### config.mk
export PLATFORM = sky130hd
export DESIGN_NAME = cdct_sum
export DESIGN_NICKNAME = d
export VERILOG_FILES = /design/src/rtl/cdct_pkg.sv /design/src/rtl/cdct_sum.sv
export SDC_FILE = /design/constraint.sdc
export NUM_CORES = 1
export LEC_CHECK = 0
export BUFFER_PORTS_ARGS = -buffer_cell sky130_fd_sc_hd__clkbuf_2
export CORE_MARGIN = 3
export CORE_UTILIZATION = 38
export DETAILED_ROUTE_END_ITERATION = 8
export RECOVER_POWER = 25
export SLEW_MARGIN = 15
export SYNTH_ARGS = -nofsm -noshare
export SYNTH_HDL_FRONTEND = slang
export SYNTH_SLANG_ARGS = --single-unit
### constraint.sdc
create_clock -name i_clk -period 11.85 [get_ports i_clk]
set_input_delay 2.37 -clock i_clk [delete_from_list [all_inputs] [get_ports i_clk]]
set_output_delay 2.37 -clock i_clk [all_outputs]
set_load 0.03 [all_outputs]
### src/rtl/cdct_pkg.sv
// shared constants, widths and types for the corner disc coverage texel unit
// no dependencies; imported by every module of the block
`default_nettype none

package cdct_pkg;

    // block geometry
    localparam int unsigned MIN_RADIUS = 3;
    localparam int unsigned MAX_RADIUS = 26;
    localparam int unsigned SUBSAMPLES = 16;

    // port widths
    localparam int unsigned IW     = 5;   // radius, col, row, atlas_y
    localparam int unsigned XW     = 9;   // atlas_x
    localparam int unsigned ALPHAW = 8;   // alpha

    // fixed point in units of 1/(2*SUBSAMPLES) texel
    localparam int unsigned S2    = 2 * SUBSAMPLES;
    localparam int unsigned LW    = $clog2(S2 * (1 << IW));  // unsigned scaled radius
    localparam int unsigned DW    = LW + 1;                   // signed subsample offset
    localparam int unsigned QW    = 2 * LW;                   // squared distance
    localparam int unsigned TW    = QW + 1;                   // signed threshold
    localparam int unsigned BW    = XW + 1;                   // block start arithmetic

    // hit counting
    localparam int unsigned TOTAL = SUBSAMPLES * SUBSAMPLES;
    localparam int unsigned CW    = $clog2(SUBSAMPLES + 1);   // hits in one row
    localparam int unsigned GRP   = 4;                        // rows per partial sum
    localparam int unsigned NGRP  = (SUBSAMPLES + GRP - 1) / GRP;
    localparam int unsigned GW    = $clog2(GRP * SUBSAMPLES + 1);
    localparam int unsigned HW    = $clog2(TOTAL + 1);
    localparam int unsigned MW    = HW + ALPHAW;              // hits * 255 plus rounding

    // pipeline depth
    localparam int unsigned NSTG  = 8;

    typedef logic signed [DW-1:0] t_delta;
    typedef logic [LW-1:0]        t_lim;
    typedef logic [QW-1:0]        t_sq;
    typedef logic signed [TW-1:0] t_thr;
    typedef logic [CW-1:0]        t_cnt;
    typedef logic [GW-1:0]        t_grp;
    typedef logic [HW-1:0]        t_hits;

    // per beat side data that rides along with the coverage math
    typedef struct packed {
        logic          in_range;
        logic [XW-1:0] atlas_x;
        logic [IW-1:0] atlas_y;
    } t_side;

endpackage

`default_nettype wire

### src/rtl/cdct_sum.sv
// stages 6 to 8: adder tree over row counts, alpha scaling and output register
// depends on cdct_pkg
`default_nettype none

module cdct_sum
    import cdct_pkg::*;
(
    input  wire logic            i_clk,
    input  wire logic            i_en_grp,
    input  wire logic            i_en_tot,
    input  wire logic            i_en_out,
    input  wire t_cnt            i_cnt [SUBSAMPLES],
    input  wire t_side           i_side,
    output logic [ALPHAW-1:0]    o_alpha,
    output t_side                o_side
);

    t_grp            w_grp [NGRP];
    t_hits           w_tot;
    logic [MW-1:0]   w_scaled;

    t_grp            r_grp [NGRP];
    t_side           r_side6;
    t_hits           r_hits;
    t_side           r_side7;
    logic [ALPHAW-1:0] r_alpha;
    t_side           r_side8;

    always_comb begin
        for (int g = 0; g < int'(NGRP); g++) begin
            w_grp[g] = '0;
            for (int i = 0; i < int'(GRP); i++) begin
                if (g * int'(GRP) + i < int'(SUBSAMPLES)) begin
                    w_grp[g] = w_grp[g] + GW'(i_cnt[g * int'(GRP) + i]);
                end
            end
        end
        w_tot = '0;
        for (int g = 0; g < int'(NGRP); g++) begin
            w_tot = w_tot + HW'(r_grp[g]);
        end
        // rounded hits * 255 / total
        w_scaled = (MW'(r_hits) * MW'(255) + MW'(TOTAL / 2)) / MW'(TOTAL);
    end

    always_ff @(posedge i_clk) begin
        if (i_en_grp) begin
            r_grp   <= w_grp;
            r_side6 <= i_side;
        end
        if (i_en_tot) begin
            r_hits  <= w_tot;
            r_side7 <= r_side6;
        end
        if (i_en_out) begin
            r_alpha <= r_side7.in_range ? w_scaled[ALPHAW-1:0] : '0;
            r_side8 <= r_side7;
        end
    end

    assign o_alpha = r_alpha;
    assign o_side  = r_side8;

endmodule

`default_nettype wire

; ---- Word-level counts from Yosys, hierarchy flattened
; Cells that the tools add are included.
; Widths: inputs -> output; s select.
[op_classes]
addsub = 16
n_mul = 1
[ops]
columns = op, n
row1 = $add 6x5->7, 4
row2 = $add 7x5->7, 4
row3 = $add 5x5->6, 4
row4 = $add 16x8->16 const B, 1
row5 = $mul 9x8->16 const B, 1
row6 = $add 8x7->9, 1
row7 = $add 9x7->9, 1
row8 = $add 7x7->8, 1
[totals]
reg_bits = 90
in_bits = 99
wordCells = 32

; ---- Depth between registers and ports, before layout
; Gate-level depths: netlist (run 1).
[depth]
ltp_word = 3
ltp_mapped = 16

; ---- Least setup slack after synthesis (run 1)
; OpenSTA, ideal clock, no wires.
[synth_path]
path_kind = in2reg
startpoint = input port i_cnt[41] in the netlist's numbering
endpoint = register r_grp[19] in the netlist's numbering, data pin
setup_time_ns = 0.258
arrival_ns = 4.292
t_required_ns = 11.592
path_slack_ns = 7.300
path_stages = 9
path_cell_list = fa_1 -> fa_1 -> ha_1 -> inv_1 -> fa_1 -> inv_1 -> a21o_1 -> a21oi_1 -> xnor2_1
[synth_lines]
columns = element, line
row1 = start: declaration, cdct_sum.sv:12  ; input wire t_cnt i_cnt [SUBSAMPLES],
row2 = end signal: assignment, cdct_sum.sv:48  ; r_grp <= w_grp;
row3 = end: declaration, cdct_sum.sv:22  ; t_grp r_grp [NGRP];

; ---- Worst setup path after layout (run 1)
[layout_path]
startpoint = register r_hits[5]
endpoint = register r_alpha[7], in the netlist o_alpha[7], data pin
[layout_between]
elab_chain_len = 2
[layout_lines]
columns = element, line
row1 = start: declaration, cdct_sum.sv:24  ; t_hits r_hits;
row2 = start signal: assignment, cdct_sum.sv:52  ; r_hits <= w_tot;
row3 = $mul 9x8->16, cdct_sum.sv:43  ; w_scaled = (MW'(r_hits) * MW'(255) + MW'(TOTAL / 2)) / MW'(TOTAL);
row4 = $add 16x8->16, cdct_sum.sv:43
row5 = end signal: assignment, cdct_sum.sv:56  ; r_alpha <= r_side7.in_range ? w_scaled[ALPHAW-1:0] : '0;
row6 = end: declaration, cdct_sum.sv:26  ; logic [ALPHAW-1:0] r_alpha;
; Every way passes these cells.
; A chain may end at the register's enable or synchronous reset.

==> flow_summary.ini, run 1 <==
[route]
drt.antenna.violating_nets = 0
wl_per_cell_um = 13.3
detailedRoute.firstPassIterationCount = 4
drc_errors = 0
routed_via_density = 4.55
first_iter_violations = 116
route.vias.total = 3791
detail_route.wirelength_mm = 11.1

[cts]
cts.clk_slew.worst_paths_ps = 70
holdBufCountCts = 0
tritoncts_clock_tree = yes
tritoncts_num_sinks = 90
clock_tree.root_cell = sky130_fd_sc_hd__clkbuf_16
post_cts_buffers = 0
clock_latency_ps = 340
clock_tree.htree_level_count = 3
ctsLongestPathBuffers = 2
post_cts_resize_count = 0
cts_buffers = 9

[final_layout]
final_cell_mix = sky130_fd_sc_hd__clkbuf_2 (120), sky130_fd_sc_hd__inv_1 (97), sky130_fd_sc_hd__edfxtp_1 (90)
area_growth_syn_to_layout_pct = 18.4
num_antenna_cells = 0
layout.cells.most_common = sky130_fd_sc_hd__clkbuf_2
fin_area_um2 = 7710
design.final.nets = 863
finished_core_util_pct = 46.1
drive_gt1_share_pct = 23.3
post_layout_nonfiller_instances = 834

[placement]
instance_area_after_placement_um2 = 7390
port_buffers = 121
dp_hpwl_mm = 9.25
gp_congestion = 0.815
dp.cells = 818

[timing]
final-setup-viol-count = 0
max_slew.worst_pin.slew_ps = 990
final_hold_violating_endpoints = 0
post-route-period-util_pct = 39.2
max_freq_mhz = 215
fin_tns_setup_ps = 0
slew_headroom_pct = 34.0
timing.clock.skew_ps = 7.35
min_period_ps = 4650
grt_setup_unrepaired = no
report.final.slew_viol_count = 0

[worst_setup_path]
worstSetupStartpointType = flop
timing.critical_path.to = o_alpha[7]$_SDFFCE_PN0P_
worstPathRequired_ps = 11950
end_kind = flop
crit_fanout = 7
critical_path_class = reg -> reg
timing.critical_path.from = r_hits[5]$_DFFE_PP_
critical_path.reg2reg.endpoint = o_alpha[7]$_SDFFCE_PN0P_
r2r_cells = 13
regToRegSetupSlack_ps = 7200
reg2reg_from = r_hits[5]$_DFFE_PP_
cp.arrival_ps = 4750

[logic_synthesis]
synth-adder-area-share_pct = 39.7
yosys.cell_types.count = 38
synth-edff-count = 90
synth.cell_area_um2 = 6510
combinational_family_with_the_most_area_after_synthesis = adder cells
synthesized_flop_and_latch_total = 90
post_synth_mux_area_share_pct = 0.231
syn-num-nets = 732
synthSimpleGateAreaFrac_pct = 4.23
postSynthCellCount = 478
synth_warnings = 0
yosys.area_share.xor_xnor_pct = 2.69
synth_sequential_area_ratio_pct = 41.5
avgSynthCellArea_um2 = 13.6
synth_top_flop_cell = sky130_fd_sc_hd__edfxtp_1
synth_compound_gate_area_share_pct = 5.98
synth-async-reset-ratio_pct = 0

[min_path]
hp-start = r_side7[12]$_DFFE_PP_
hold_path_class = reg -> reg

[global_routing]
grt_pass1_vias = 4295
grt.overflow.total = 0
grt_max_degree = 44
grt_first_pass_wirelength_mm = 19.3
antenna_violations_before_repair = 0
grt_util_all_layers_pct = 13.2

[run]
timing.max_cap.violations = 0

[floorplan]
fp-row-count = 47
ios = 122
chipHeight_um = 137
placeable_core_region_um2 = 16700
die_x_um = 137
start_util_pct = 39.0
die_area_um2 = 18700

[run_status]
status = completed
[cell usage after synthesis (2+ instances only)]
library cell,count,share of area (%)
sky130_fd_sc_hd__a211oi_1,2,0.23
sky130_fd_sc_hd__a21o_1,11,1.3
sky130_fd_sc_hd__a21oi_1,23,1.8
sky130_fd_sc_hd__and3_1,2,0.19
sky130_fd_sc_hd__edfxtp_1,90,42
sky130_fd_sc_hd__fa_1,86,26
sky130_fd_sc_hd__ha_1,69,13
sky130_fd_sc_hd__inv_1,97,5.6
sky130_fd_sc_hd__nand2_1,8,0.46
sky130_fd_sc_hd__nand2b_1,4,0.38
sky130_fd_sc_hd__nand3_1,2,0.15
sky130_fd_sc_hd__nand4_1,3,0.29
sky130_fd_sc_hd__nor2_1,10,0.58
sky130_fd_sc_hd__nor2b_1,6,0.58
sky130_fd_sc_hd__nor3_1,8,0.61
sky130_fd_sc_hd__o21a_1,5,0.58
sky130_fd_sc_hd__o21ai_0,10,0.77
sky130_fd_sc_hd__o21bai_1,2,0.23
sky130_fd_sc_hd__or2_2,2,0.19
sky130_fd_sc_hd__or4_1,2,0.23
sky130_fd_sc_hd__xnor2_1,18,2.4
sky130_fd_sc_hd__xor2_1,2,0.27
[final cells by class]
cell class / instances / area (µm²)
Inverter: 97 / 364
Multi-Input combinational cell: 290 / 3440
Tap cell: 220 / 275
Timing Repair Buffer: 121 / 606
Clock inverter: 7 / 93.8
Sequential cell: 90 / 2700
Fill cell: 1518 / 8990
Clock buffer: 9 / 225
[layer usage]
layer / routed length (µm) / up-vias / global-route usage, %
met3: 413 / 14 / 2.50
li1: - / 1874 / -
met4: 212 / 0 / 5.49
met5: 0 / - / 0
met2: 5830 / 69 / 23.7
met1: 4590 / 1834 / 15.5
[sequential cells by signal (all words and copies together) (netlist names)]
| register | count |
|---|---|
| r_grp | 28 |
| o_side | 15 |
| r_side6 | 15 |
| r_side7 | 15 |
| r_hits | 9 |
| o_alpha | 8 |
[per-stage QoR]
step                      hold WS (ps)  setup WS [ps]
after floorplan                    400           7300
after global placement             401           7100
after detailed placement           405           7070
after CTS                          422           7190
after global routing               424           7010
final                              421           7200
[how the worst min path moves through the flow]
stage / end / slack (ps) / cells after the start
6_report: o_side[12]$_DFFE_PP_ / 420 / 0
5_1_grt: o_side[10]$_DFFE_PP_ / 420 / 0
4_1_cts: o_side[10]$_DFFE_PP_ / 420 / 0
3_5_place_dp: o_side[10]$_DFFE_PP_ / 400 / 0
3_3_place_gp: o_side[8]$_DFFE_PP_ / 400 / 0
2_1_floorplan: o_side[0]$_DFFE_PP_ / 400 / 0
[kinds of logic (layout without fill, tap and decap cells)]
| family | after synthesis | after routing |
|---|---|---|
| fa+ha+maj | 155 | 155 |
| buf+inv | 98 | 234 |
| flops | 90 | 90 |
| compound gates | 62 | 62 |
| simple gates | 52 | 52 |
| xor+xnor | 20 | 20 |
| mux | 1 | 1 |
[critical path, stage by stage, from the launching register on]
cell and delay, ps:
sky130_fd_sc_hd__edfxtp_1 460, sky130_fd_sc_hd__fa_1 610, sky130_fd_sc_hd__inv_1 100, sky130_fd_sc_hd__fa_1 540, sky130_fd_sc_hd__inv_1 50, sky130_fd_sc_hd__fa_1 530, sky130_fd_sc_hd__inv_1 50, sky130_fd_sc_hd__fa_1 520
sky130_fd_sc_hd__inv_1 40, sky130_fd_sc_hd__ha_1 400, sky130_fd_sc_hd__nand4_1 160, sky130_fd_sc_hd__or4_1 490, sky130_fd_sc_hd__o211a_1 150, sky130_fd_sc_hd__mux2_4 290
Power of run 1 is not shown: default switching activity piles up to over one toggle a cycle in this logic, so the estimate is an artifact.
==> run 2: changes to the inputs <==
ABC_AREA = 1   (was unset)
clock period = 4.6 ns   (was 11.85 ns; I/O delays follow)
==> run 2 against run 1 <==
  * Synthesized cell count grew 4.8%
  * Critical path depth is 2 higher
  * Cell count is 2.9% higher
  * First-iteration DRC count rose by 9.5%
  * Die area is 0.51% higher
  * Global-route usage decreased by 0.17 points
  * Routed wire length fell by 0.92%
  * Maximum frequency up 11%
  * Clock skew decreased by 1.9 ps
  * Count of clock-buffer cells in the layout up 2
==> flow_summary.ini, run 2 <==
[route]
drc_errors = 0
met3WireLength_um = 478
first_iter_violations = 127
routed_via_density = 4.45
route.layer.met1.wl_mm = 4.74
drt.antenna.violating_nets = 0
wl_met2_mm = 5.58
top_layer_used = met4
route.vias.total = 3819
detailedRoute.firstPassIterationCount = 4
wl_per_cell_um = 12.8
detail_route.wirelength_mm = 10.9

[logic_synthesis]
yosys.cell_types.count = 24
postSynthCellCount = 501
avgSynthCellArea_um2 = 13.1
synth.cell_area_um2 = 6550
yosysTopAreaCellShare_pct = 41.3
synthesized_flop_and_latch_total = 90
post_synth_main_area_contributors = sky130_fd_sc_hd__edfxtp_1 (41%), sky130_fd_sc_hd__fa_1 (26%), sky130_fd_sc_hd__ha_1 (13%)
synth_sequential_area_ratio_pct = 41.3
synth-edff-count = 90
synth_warnings = 0
synth_area_leader_cell = sky130_fd_sc_hd__edfxtp_1
yosys-top-cells-count = sky130_fd_sc_hd__inv_1 (104), sky130_fd_sc_hd__edfxtp_1 (90), sky130_fd_sc_hd__fa_1 (86)
syn-num-nets = 755
synth_top_flop_cell = sky130_fd_sc_hd__edfxtp_1
synth.most_common_cell = sky130_fd_sc_hd__inv_1
synth-async-reset-ratio_pct = 0

[timing]
fin_tns_setup_ps = 0
max_freq_mhz = 238
worst_hold_slack_ps = 419
final-setup-viol-count = 0
post-route-period-util_pct = 91.2
min_period_ps = 4200
final_hold_violating_endpoints = 0
grt_setup_unrepaired = no
report.final.slew_viol_count = 0
max_slew.worst_pin.slew_ps = 1280
timing.clock.skew_ps = 5.42
slew_headroom_pct = 14.3

[cts]
cts_buffers = 9
clock_latency_ps = 340
tritoncts_num_sinks = 90
tritoncts_clock_tree = yes
cts.clk_slew.worst_paths_ps = 60
holdBufCountCts = 0
clock_tree.htree_level_count = 3
clock_tree.root_cell = sky130_fd_sc_hd__clkbuf_16
post_cts_buffers = 0
ctsLongestPathBuffers = 2
post_cts_resize_count = 0

[global_routing]
antenna_violations_before_repair = 0
grt.overflow.total = 0
grt_util_all_layers_pct = 13.0
grt_first_pass_wirelength_mm = 19.3
grt_pass1_vias = 4365
grt_max_degree = 44

[run_status]
status = completed

[worst_setup_path]
critical-path-max-stage-delay_ps = 610
critical_path_class = reg -> reg
reg2reg_from = r_hits[5]$_DFFE_PP_
cp.arrival_ps = 4300
end_kind = flop
regToRegSetupSlack_ps = 400
path_cells = fa_1, inv_1, fa_1, inv_1, fa_1, inv_1, fa_1, inv_1, ha_1, a21oi_1, o21ai_1, a21oi_1, nand3_1, nand2_1, nor2_1
timing.critical_path.from = r_hits[5]$_DFFE_PP_
worst_path_max_delay_cell = sky130_fd_sc_hd__fa_1
worstSetupStartpointType = flop
worstPathRequired_ps = 4700
crit_fanout = 6

[final_layout]
final_cell_mix = sky130_fd_sc_hd__clkbuf_2 (119), sky130_fd_sc_hd__inv_1 (104), sky130_fd_sc_hd__edfxtp_1 (90)
drive_gt1_share_pct = 24.0
num_antenna_cells = 0
regMostFlops = r_grp
layout.cells.most_common = sky130_fd_sc_hd__clkbuf_2
area_growth_syn_to_layout_pct = 18.3
finished_core_util_pct = 46.4
design.final.nets = 887
post_layout_nonfiller_instances = 858
largest_register_ffs = 28
n_fill_cell = 1570

[floorplan]
chipHeight_um = 137
start_util_pct = 39.2
die_area_um2 = 18800
placeable_core_region_um2 = 16700
die_x_um = 137
fp-row-count = 47
ios = 122

[min_path]
hp-start = r_side7[2]$_DFFE_PP_
hold_path_class = reg -> reg

[placement]
gp_congestion = 0.834
port_buffers = 121
dp.cells = 842
dp_hpwl_mm = 9.06

[run]
timing.max_cap.violations = 0
==> run 2: cell types whose count changed after synthesis, moves of 7 or more <==
cell and change:
sky130_fd_sc_hd__nand2_1 +27, sky130_fd_sc_hd__xor2_1 +11, sky130_fd_sc_hd__xnor2_1 -10, sky130_fd_sc_hd__nor2_1 +9, sky130_fd_sc_hd__nand3_1 +8, sky130_fd_sc_hd__nor3_1 -8, sky130_fd_sc_hd__inv_1 +7, sky130_fd_sc_hd__nand2_2 +7
==> run 2: final timing paths <==
| check | cells past startpoint | end |
|---|---|---|
| max | 15 | o_alpha[6]$_SDFFCE_PN0P_ |
| min | 0 | o_side[2]$_DFFE_PP_ |
| max reg2reg | 15 | o_alpha[6]$_SDFFCE_PN0P_ |
| min reg2reg | 0 | o_side[2]$_DFFE_PP_ |
==> run 2: area by class of cell <==
class / instances / area (µm²) / area share (%)
multi-input combinational: 306 / 3450 / 44.5
sequential: 90 / 2700 / 34.9
tap: 220 / 275 / 3.55
clock inverter: 5 / 86.3 / 1.11
timing repair buffer: 121 / 603 / 7.79
inverter: 105 / 394 / 5.09
clock buffer: 11 / 233 / 3.01
==> run 2: through the flow <==
stage / cell area [µm²] / setup WS [ps]
4_1_cts: 7750 / 380
3_3_place_gp: 7430 / 484
3_5_place_dp: 7430 / 414
5_1_grt: 7740 / 115
6_report: 7740 / 403
2_1_floorplan: 6550 / 608
==> run 2: cell families after synthesis <==
| family | Yosys count | share of synthesized area, % |
|---|---|---|
| flops | 90 | 41.3 |
| compound gates | 52 | 4.91 |
| fa+ha+maj | 155 | 39.5 |
| xor+xnor | 21 | 2.81 |
| buf+inv | 105 | 6.02 |
| simple gates | 78 | 5.49 |
==> run 2: metal layers <==
layer,track usage [%],vias to the layer above
met2,22.3,83
met3,3.47,11
met1,16.2,1827
li1,-,1898
met4,4.10,0
met5,0,-
==> run 2: critical path: cells and delay by family (launching register included) <==
family,cells,cell delay (ps)
and+or+nand+nor,3,190
adders and majority gates,5,2560
DFF,1,460
AOI/OAI and AO/OA,3,490
buffers and inverters,4,250
Power of run 2 is left out for the same reason.
