[config.mk]
export PLATFORM = sky130hd
export DESIGN_NAME = cdct_front
export DESIGN_NICKNAME = d
export VERILOG_FILES = /design/src/rtl/cdct_pkg.sv /design/src/rtl/cdct_front.sv
export SDC_FILE = /design/constraint.sdc
export NUM_CORES = 1
export LEC_CHECK = 0
export BUFFER_PORTS_ARGS = -buffer_cell sky130_fd_sc_hd__clkbuf_2
export CAP_MARGIN = 20
export CORE_AREA = 2 2 151 153
export DETAILED_ROUTE_END_ITERATION = 12
export DIE_AREA = 0 0 153 155
export GPL_ROUTABILITY_DRIVEN = 0
export HOLD_SLACK_MARGIN = 0.05
export MAX_ROUTING_LAYER = met4
export PLACE_DENSITY = 0.59
export SETUP_SLACK_MARGIN = 0.4
export SYNTH_ARGS = -nofsm -noshare
export SYNTH_HDL_FRONTEND = slang
export SYNTH_SLANG_ARGS = --single-unit
export TNS_END_PERCENT = 50
[constraint.sdc]
create_clock -name i_clk -period 10.1 [get_ports i_clk]
set_clock_uncertainty 0.1 [all_clocks]
set_input_delay 2.02 -clock i_clk [delete_from_list [all_inputs] [get_ports i_clk]]
set_output_delay 2.02 -clock i_clk [all_outputs]
set_load 0.01 [all_outputs]
[src/rtl/cdct_pkg.sv]
// shared constants, widths and types for the corner disc coverage texel unit
// no dependencies; imported by every module of the block
`default_nettype none

package cdct_pkg;

    // block geometry
    localparam int unsigned MIN_RADIUS = 3;
    localparam int unsigned MAX_RADIUS = 26;
    localparam int unsigned SUBSAMPLES = 16;

    // port widths
    localparam int unsigned IW     = 5;   // radius, col, row, atlas_y
    localparam int unsigned XW     = 9;   // atlas_x
    localparam int unsigned ALPHAW = 8;   // alpha

    // fixed point in units of 1/(2*SUBSAMPLES) texel
    localparam int unsigned S2    = 2 * SUBSAMPLES;
    localparam int unsigned LW    = $clog2(S2 * (1 << IW));  // unsigned scaled radius
    localparam int unsigned DW    = LW + 1;                   // signed subsample offset
    localparam int unsigned QW    = 2 * LW;                   // squared distance
    localparam int unsigned TW    = QW + 1;                   // signed threshold
    localparam int unsigned BW    = XW + 1;                   // block start arithmetic

    // hit counting
    localparam int unsigned TOTAL = SUBSAMPLES * SUBSAMPLES;
    localparam int unsigned CW    = $clog2(SUBSAMPLES + 1);   // hits in one row
    localparam int unsigned GRP   = 4;                        // rows per partial sum
    localparam int unsigned NGRP  = (SUBSAMPLES + GRP - 1) / GRP;
    localparam int unsigned GW    = $clog2(GRP * SUBSAMPLES + 1);
    localparam int unsigned HW    = $clog2(TOTAL + 1);
    localparam int unsigned MW    = HW + ALPHAW;              // hits * 255 plus rounding

    // pipeline depth
    localparam int unsigned NSTG  = 8;

    typedef logic signed [DW-1:0] t_delta;
    typedef logic [LW-1:0]        t_lim;
    typedef logic [QW-1:0]        t_sq;
    typedef logic signed [TW-1:0] t_thr;
    typedef logic [CW-1:0]        t_cnt;
    typedef logic [GW-1:0]        t_grp;
    typedef logic [HW-1:0]        t_hits;

    // per beat side data that rides along with the coverage math
    typedef struct packed {
        logic          in_range;
        logic [XW-1:0] atlas_x;
        logic [IW-1:0] atlas_y;
    } t_side;

endpackage

`default_nettype wire

[src/rtl/cdct_front.sv]
// stage 1: range check, atlas placement and subsample offsets per column and row
// depends on cdct_pkg
`default_nettype none

module cdct_front
    import cdct_pkg::*;
(
    input  wire logic          i_clk,
    input  wire logic          i_en,
    input  wire logic [IW-1:0] i_radius,
    input  wire logic [IW-1:0] i_col,
    input  wire logic [IW-1:0] i_row,
    output t_delta             o_dx [SUBSAMPLES],
    output t_delta             o_dy [SUBSAMPLES],
    output t_lim               o_lim,
    output t_side              o_side
);

    t_delta          w_dx [SUBSAMPLES];
    t_delta          w_dy [SUBSAMPLES];
    t_lim            w_lim;
    logic [BW-1:0]   w_prod;
    logic [BW-1:0]   w_start;
    logic            w_ok;
    t_side           w_side;

    t_delta          r_dx [SUBSAMPLES];
    t_delta          r_dy [SUBSAMPLES];
    t_lim            r_lim;
    t_side           r_side;

    always_comb begin
        w_lim = t_lim'(LW'(i_radius) * LW'(S2));
        for (int k = 0; k < int'(SUBSAMPLES); k++) begin
            w_dx[k] = t_delta'(DW'(i_col) * DW'(S2) + DW'(2 * k + 1) - DW'(w_lim));
            w_dy[k] = t_delta'(DW'(i_row) * DW'(S2) + DW'(2 * k + 1) - DW'(w_lim));
        end

        // block start = sum of smaller radii plus one gutter each
        w_prod  = BW'(BW'(i_radius) - BW'(1)) * BW'(i_radius);
        w_start = ((w_prod - BW'((MIN_RADIUS - 1) * MIN_RADIUS)) >> 1)
                  + BW'(i_radius) - BW'(MIN_RADIUS) + BW'(i_col);

        w_ok = (i_radius >= IW'(MIN_RADIUS)) && (i_radius <= IW'(MAX_RADIUS))
               && (i_col < i_radius) && (i_row < i_radius);

        w_side.in_range = w_ok;
        w_side.atlas_x  = w_ok ? w_start[XW-1:0] : '0;
        w_side.atlas_y  = w_ok ? i_row : '0;
    end

    always_ff @(posedge i_clk) begin
        if (i_en) begin
            r_dx   <= w_dx;
            r_dy   <= w_dy;
            r_lim  <= w_lim;
            r_side <= w_side;
        end
    end

    assign o_dx   = r_dx;
    assign o_dy   = r_dy;
    assign o_lim  = r_lim;
    assign o_side = r_side;

endmodule

`default_nettype wire

Yosys cells after proc, flatten, opt, wreduce, memory -nomap -nowiden
Cells that the tools add are included.

storage, ports and cells
  bits in registers = 372
  latch bits = 0
  RAM bits = 0
  memory bits (read-only) = 0
  input bits = 17
  output and inout port bits = 377
  logic and storage cells = 113
  memories kept = 0

cells by class
  add/sub/neg operators = 69
  $mul = 1
  divide/modulo/power cells = 0
  order comparisons = 4
  equal/unequal tests = 0
  shifts and indexed selects = 0
  multiplexer cells = 0
  bitwise gates (word level) = 0
  reduce and logical (&&, ||, !) cells = 3

operators with widths
  kind                     number
  $sub A11 B10 Y11         32
  $add A10 B5 Y11 const B  16
  $add A10 B4 Y11 const B  8
  $add A10 B3 Y11 const B  4
  $add A10 B1 Y11 const B  2
  $add A10 B2 Y11 const B  2
  $add A9 B5 Y9            2
  $lt A5 B5 Y1             2
  $mul A6 B6 Y10           1
  $sub A10 B3 Y10 const B  1
  $sub A9 B2 Y9 const B    1
  $sub A5 B1 Y6 const B    1
  $ge A5 B2 Y1 const B     1
  $le A5 B5 Y1 const B     1
  $logic_and A1 B1 Y1      3

Logic depth before layout (Yosys ltp)
Gate-level depths: netlist of the first run.

  word-level depth = 6
  gate-level depth with buffers = 26
  gate-level depth less buffers = 26

Least setup slack after synthesis of the first run
No wires, ideal clock.

  path type = input to register
  start point = in i_radius[0]
  end point = reg r_side, in the netlist o_side[13] (data pin)
  library setup time = 0.266 ns
  data arrival time = 7.422 ns
  data required time = 9.734 ns
  slack = 2.312 ns
  stages = 23
  buffers on the path = 0
  cells stage by stage = inv_1 > ha_1 > nand3_1 > ha_1 > nand2b_1 > fa_1 > fa_1 > inv_1 > fa_1 > inv_1 > fa_1 > inv_1 > ha_1 > o21ai_0 > o211a_1 > a2111oi_4 > ha_1 > ha_1 > or4_1 > o22ai_1 > xor2_1 > xnor3_1 > nor2_1

on the way
  longest elaborated chain between the ends = 6
  elaborated cells between the ends (all ways) = 13
  classes of those cells = add/sub (5); mul (1); order compare (4); reduce/logical (3)

ends and longest elaborated chain
  what                  RTL line          source
  from (decl)           cdct_front.sv:10  input wire logic [IW-1:0] i_radius,
  $sub A5 B1 Y6         cdct_front.sv:40  w_prod = BW'(BW'(i_radius) - BW'(1)) * BW'(i_radius);
  $mul A6 B6 Y10        cdct_front.sv:40
  $sub A10 B3 Y10       cdct_front.sv:41  w_start = ((w_prod - BW'((MIN_RADIUS - 1) * MIN_RADIUS)) >> 1)
  $add A9 B5 Y9         cdct_front.sv:42  + BW'(i_radius) - BW'(MIN_RADIUS) + BW'(i_col);
  $sub A9 B2 Y9         cdct_front.sv:42
  $add A9 B5 Y9         cdct_front.sv:42
  to (signal assigned)  cdct_front.sv:57  r_side <= w_side;
  to (decl)             cdct_front.sv:30  t_side r_side;

Several ways; a longest one is shown, not always the timed one.
A chain may end at the register's enable or synchronous reset.

Worst setup path in the final report of the first run
  start point = in i_radius[2]
  end point = reg r_side, in the netlist o_side[13] (data pin)

Same word-level chain as after synthesis.

==> metrics.md, run 1 <==
| Metric | Value |
|---|---|
| Min-Delay Startpoint | i_row[3] |
| Initial antenna violation count | 1 |
| Max stage delay cell, worst path | fa_1 |
| Most frequent cells in the layout | 228 x clkbuf_2, 166 x conb_1, 70 x inv_1 |
| Period utilization | 81.6% |
| CP startpoint kind | primary input |
| Pin count of the biggest net entering global routing | 45 |
| Post-synth EDFFs | 44 |
| Effective utilization at floorplan | 28.7% |
| Placement Rows | 55 |
| Distinct cells, synth | 35 |
| Via count | 3,635 |
| Global route overflow | 0 |
| Share of cells above drive strength 1 | 31.9% |
| Cell area after synthesis | 6380 µm² |
| Post-route design area | 6180 µm² |
| Sequential area share after synthesis | 20.7% |
| DRT iter0 DRCs | 106 |
| Maximum VDD drop | 0.354 mV |
| Pre-antenna DRT Iters | 4 |
| Status | finished, final reports clean |
| Register area | 1320 µm² |
| Placed cell area | 6000 µm² |
| CTS resizes | 0 |
| Clock-pin slew on the worst setup and hold paths | 0.06 ns |
| DRC Markers | 0 |
| RSZ-0062 raised after global routing | no |
| Adder-cell share of the synthesized area | 22.1% |
| Async SR Flop Fraction | 0% |
| Pwr Total | 1450 µW |
| Post-synth top flop | edfxtp_1 |
| Lkg Pwr | 0.00341 µW |
| CTS Buf Count | 5 |
| WHS | 1.98 ns |
| # clock sinks | 44 |
| Synth Area in Simple Gates | 5.00% |
| Die Area | 23,700 µm² |
| Post-synthesis mux area share | 0% |
| Hold Path Depth | 3 |
| HP Class | primary input to register |
| Synth warn | 0 |
| Largest stage delay, worst path | 0.55 ns |
| Total Routing Usage GR | 10.0% |
| Synthesized flop and latch total | 44 |
| Main combinational cell family by area after synthesis | buffers and inverters |
| Cells after synthesis | 682 |
| Post-synthesis compound-gate area fraction | 4.39% |
| Core Util, Final | 27.8% |
| Die Y | 155 µm |
| CTS H-tree depth | 2 |
| Cts hold-fix bufs | 0 |
| CP max FO | 11 |
| Final WL | 12,600 µm |
| Tightest Pin Transition | 0.646 ns |
| Setup crit end kind | register |
| Worst EP required | 10.14 ns |
| Final Critical Period | 8.24 ns |
| PortBufs | 228 |
| Slew Viols, Final | 0 |
| P per Cell Area | 234 nW/µm² |
| Area taken by multi-input logic gates | 2910 µm² |
| Max_cap viols | 0 |
| Setup tns final | 0 ns |
| Core area | 22,200 µm² |
| # fillers | 2,333 |
| Commonest non-fill, non-tap cell in the layout | clkbuf_2 |
| Slew HR | 56.9% |
| Ports | 394 |
| Clock buffer depth | 2 |
| Antenna Nets Post-Route | 0 |
| Critical path's most frequent cell | ha_1 |
| Hold EP | o_side[3]$_SDFFCE_PN0P_ |
| Vias in the first global route | 3,036 |
| Via density | 3.51 |
| WP data arrival | 8.28 ns |
| Clk root buf | clkbuf_16 |
| Setup Crit Path Kind | primary input to register |
| Final setup fails | 0 |
| Avg Inst Size Synth | 9.36 µm² |
| First-pass GRT wire length | 17,800 µm |
| DR WL/cell | 12.2 µm |
| Max Fclk | 121 MHz |
| Synthesis-to-layout area growth | -3.27% |
| Die Wd | 153 µm |
| Layout net count | 857 |
| Synth Area in XOR/XNOR | 4.33% |
| CTS tree | yes |
| Post-DP HPWL | 10,800 µm |
| Post-CTS Setup Repair Bufs | 0 |
| Final Hold Viols | 0 |
routing by layer:
layer	vias to the layer above	GRT usage (%)	wire, µm
met5	-	-	0
li1	1769	-	-
met2	147	17.5	6760
met4	0	2.20	93
met1	1713	12.3	5170
met3	6	1.50	607
final cells by class:
class | count | share of cell area [%]
antenna | 1 | 0.0405
clock buffer | 5 | 2.03
clock inverter | 3 | 0.750
inverter | 70 | 4.25
multi-input combinational | 398 | 47.2
sequential | 44 | 21.4
tap | 285 | 5.77
timing repair buffer | 229 | 18.6
kinds of logic after synthesis:
family,count (synthesis)
buffers and inverters,404
adders and majority gates,92
and+or+nand+nor,69
DFF,44
AOI/OAI and AO/OA,41
xor gates and xnor gates,30
other,2
synthesized netlist by cell type, types with 2 or more instances:
library cell | instances | share of area [%]
and2_1 | 5 | 0.49
edfxtp_1 | 44 | 21
ha_1 | 57 | 11
a21oi_1 | 9 | 0.71
and3_1 | 2 | 0.20
nor2b_1 | 2 | 0.20
nand2b_1 | 7 | 0.69
a21boi_0 | 2 | 0.24
o31ai_1 | 2 | 0.24
nand3_1 | 2 | 0.16
nor2_1 | 34 | 2.0
o21ai_0 | 9 | 0.71
xnor2_1 | 16 | 2.2
a31oi_1 | 5 | 0.49
inv_1 | 70 | 4.1
a21o_1 | 3 | 0.35
o21a_1 | 3 | 0.35
a211oi_1 | 2 | 0.24
conb_1 | 2 | 0.12
xor2_1 | 13 | 1.8
fa_1 | 35 | 11
nand2_1 | 13 | 0.76
buf_4 | 333 | 39
registers in the layout (all words and copies together) (netlist names):
| signal | count |
|---|---|
| o_dy | 12 |
| o_dx | 12 |
| o_side | 15 |
| o_lim | 5 |
where the power goes:
group          switching [µW]  total [µW]  internal, µW  leakage (µW)
registers                35.9         288           252      0.000428
clock network            73.0         191           118     0.0000804
logic                     527         970           443       0.00290
worst max-delay path, delay by kind of cell:
kind / cells / cell delay, ns
buf+inv: 5 / 0.72
fa+ha+maj: 9 / 3.16
compound gates: 3 / 0.90
xor+xnor: 2 / 0.43
simple gates: 6 / 1.05
stage by stage:
stage               std cells  setup slack (ns)
floorplan                 846              2.31
global placement         1026              1.66
detailed placement       1026              1.59
CTS                      1034              1.88
global route             1035              1.52
finish                   1035              1.86
worst max-delay path by stage:
| stage | from | end | slack (ns) | cells after the start |
|---|---|---|---|---|
| CTS | i_radius[0] | o_side[13]$_SDFFCE_PN0P_ | 1.88 | 24 |
| floorplan | i_radius[0] | o_side[13]$_SDFFCE_PN0P_ | 2.31 | 23 |
| global route | i_radius[2] | o_side[13]$_SDFFCE_PN0P_ | 1.52 | 25 |
| detailed placement | i_radius[0] | o_side[13]$_SDFFCE_PN0P_ | 1.59 | 24 |
| global placement | i_radius[0] | o_side[13]$_SDFFCE_PN0P_ | 1.66 | 24 |
| finish | i_radius[2] | o_side[13]$_SDFFCE_PN0P_ | 1.86 | 25 |
Note: power is estimated with default switching activity, not from simulation.
==> run 2, diff against run 1 <==
clock period = 7.9 ns   (was 10.1 ns; I/O delays follow)
==> metrics.md, run 2 (synthesized netlist as in run 1, its figures left out) <==
| Metric | Value |
|---|---|
| DRT iter0 DRCs | 139 (+31%) |
| Slew HR | 57.2% (+0.26 points) |
| Vias in the first global route | 3,095 (+1.9%) |
| Commonest non-fill, non-tap cell in the layout | clkbuf_2 |
| Placement Rows | 55 (unchanged) |
| Maximum VDD drop | 0.454 mV (+28%) |
| Via count | 3,700 (+1.8%) |
| Setup crit end kind | register |
| RSZ-0062 raised after global routing | no |
| Post-DP HPWL | 11,100 µm (+2.3%) |
| Setup Crit Path Kind | primary input to register |
| Max Fclk | 138 MHz |
| Clock buffer depth | 2 (unchanged) |
| Global route overflow | 0 (unchanged) |
| Effective utilization at floorplan | 28.7% (unchanged) |
| Core Util, Final | 28.5% (+0.74 points) |
| Final WL | 12,900 µm (+2.1%) |
| PortBufs | 228 (unchanged) |
| CP startpoint kind | primary input |
| Initial antenna violation count | 1 (unchanged) |
| WP data arrival | 7.27 ns (-1.01 ns) |
| Setup tns final | 0 ns (unchanged) |
| Clock-pin slew on the worst setup and hold paths | 0.07 ns (about the same) |
| CP max FO | 6 (-5) |
| Die Area | 23,700 µm² (unchanged) |
| Lkg Pwr | 0.00346 µW (+1.7%) |
| Max FFs per register | 15 (unchanged) |
| Via density | 3.53 (+0.62%) |
| Final setup fails | 0 (unchanged) |
| Worst setup path start | i_radius[1] |
| Tightest Pin Transition | 0.642 ns (-0.00386 ns) |
| HP Class | primary input to register |
| Pre-antenna DRT Iters | 4 (unchanged) |
| Status | finished, final reports clean |
| Placed insts | 1,036 (+0.97%) |
| Antenna Nets Post-Route | 0 (unchanged) |
| Final Hold Viols | 0 (unchanged) |
| Layout net count | 869 (+1.4%) |
| Clk root buf | clkbuf_16 |
| Layout Cells excl Fill | 1,047 (+1.2%) |
| # clock sinks | 44 (unchanged) |
| Most frequent cells in the layout | 228 x clkbuf_2, 166 x conb_1, 68 x inv_1 |
| Ports | 394 (unchanged) |
| CTS tree | yes |
| CTS Buf Count | 5 (unchanged) |
| Worst EP required | 7.94 ns (-2.20 ns) |
| P per Cell Area | 308 nW/µm² (+31%) |
| Pin count of the biggest net entering global routing | 45 (unchanged) |
| Slew Viols, Final | 0 (unchanged) |
| Period utilization | 91.5% |
| First-pass GRT wire length | 18,000 µm (+0.85%) |
| Die Y | 155 µm (unchanged) |
| CTS H-tree depth | 2 (unchanged) |
| Cts hold-fix bufs | 0 (unchanged) |
| Synthesis-to-layout area growth | -0.686% |
| Die Wd | 153 µm (unchanged) |
| Final Critical Period | 7.23 ns |
| Core area | 22,200 µm² (unchanged) |
| Max_cap viols | 0 (unchanged) |
| Total Routing Usage GR | 10.2% (+0.22 points) |
| End point of the critical path | o_side[13]$_SDFFCE_PN0P_ |
| Share of cells above drive strength 1 | 34.6% (+2.7 points) |
| DR WL/cell | 12.3 µm (+0.96%) |
| DRC Markers | 0 (unchanged) |
## run 2: cell count changes in the layout (fill, tap and decap cells not counted), sizes merged
cell,change
buf,+12
inv,-2
clkinvlp,+1
clkinv,+1
## run 2: final cells by class
type	instances	area, µm²
Antenna cell	1	2.50
Clock buffer	5	125
Timing Repair Buffer	241	1240
Multi-Input combinational cell	398	2990
Inverter	70	267
Tap cell	285	357
Clock inverter	3	42.5
Fill cell	2363	15900
Sequential cell	44	1320
## run 2: how the worst min path moves through the flow
stage	from	to	slack, ns	cells after the start
after global routing	i_radius[3]	o_lim[8]$_DFFE_PP_	1.47	1
after detailed placement	i_radius[3]	o_lim[8]$_DFFE_PP_	1.77	1
after CTS	i_radius[3]	o_lim[8]$_DFFE_PP_	1.47	1
final	i_radius[3]	o_lim[8]$_DFFE_PP_	1.46	1
after global placement	i_radius[3]	o_lim[8]$_DFFE_PP_	1.78	1
after floorplan	i_radius[0]	o_lim[5]$_DFFE_PP_	1.58	0
## run 2: routing by layer
layer	part of all wire [%]	global-route usage, %	up-vias	routed length, µm
li1	-	-	1789	-
met3	3.8	1.45	5	486
met2	54	18.2	138	7000
met1	41	12.4	1768	5310
met4	0.81	2.38	0	104
met5	0	-	-	0
## run 2: metrics by stage
stage | instance area (µm²) | hold WS [ns] | power, µW | setup WS, ns
after detailed placement | 6080 | 1.77 | 1640 | 0.124
after global placement | 6080 | 1.78 | 1630 | 0.258
final | 6340 | 1.46 | 1950 | 0.668
after floorplan | 7000 | 1.58 | 1510 | 0.552
after global routing | 6340 | 1.47 | 2130 | 0.384
after CTS | 6250 | 1.47 | 1900 | 0.450
## run 2: report_power, final
group          internal (µW)  leakage (µW)  total (µW)  switching, µW
logic                    630       0.00295        1340            713
registers                322      0.000428         369           46.8
clock network            149     0.0000798         242           93.4
## run 2: critical path, cell delays in order
cell,delay (ns)
clkbuf_2,0.10
inv_2,0.11
ha_1,0.20
nand2_1,0.06
and2_1,0.17
and3_2,0.24
fa_1,0.60
fa_1,0.46
fa_1,0.54
inv_1,0.05
fa_1,0.49
inv_1,0.04
ha_2,0.37
nand3b_1,0.13
o31ai_1,0.11
a2111oi_4,0.38
ha_1,0.29
ha_1,0.22
or4_1,0.49
o22ai_2,0.11
xor2_1,0.18
xnor3_1,0.22
nor2_1,0.09
## run 2: repair_timing
item                                    CTS  global route
gates cloned                              0             0
endpoints found under the setup margin    1             2
resized for setup                         1            15
pin swaps                                 0             3
setup buffers                             0             2
hold endpoints to repair                  0             0
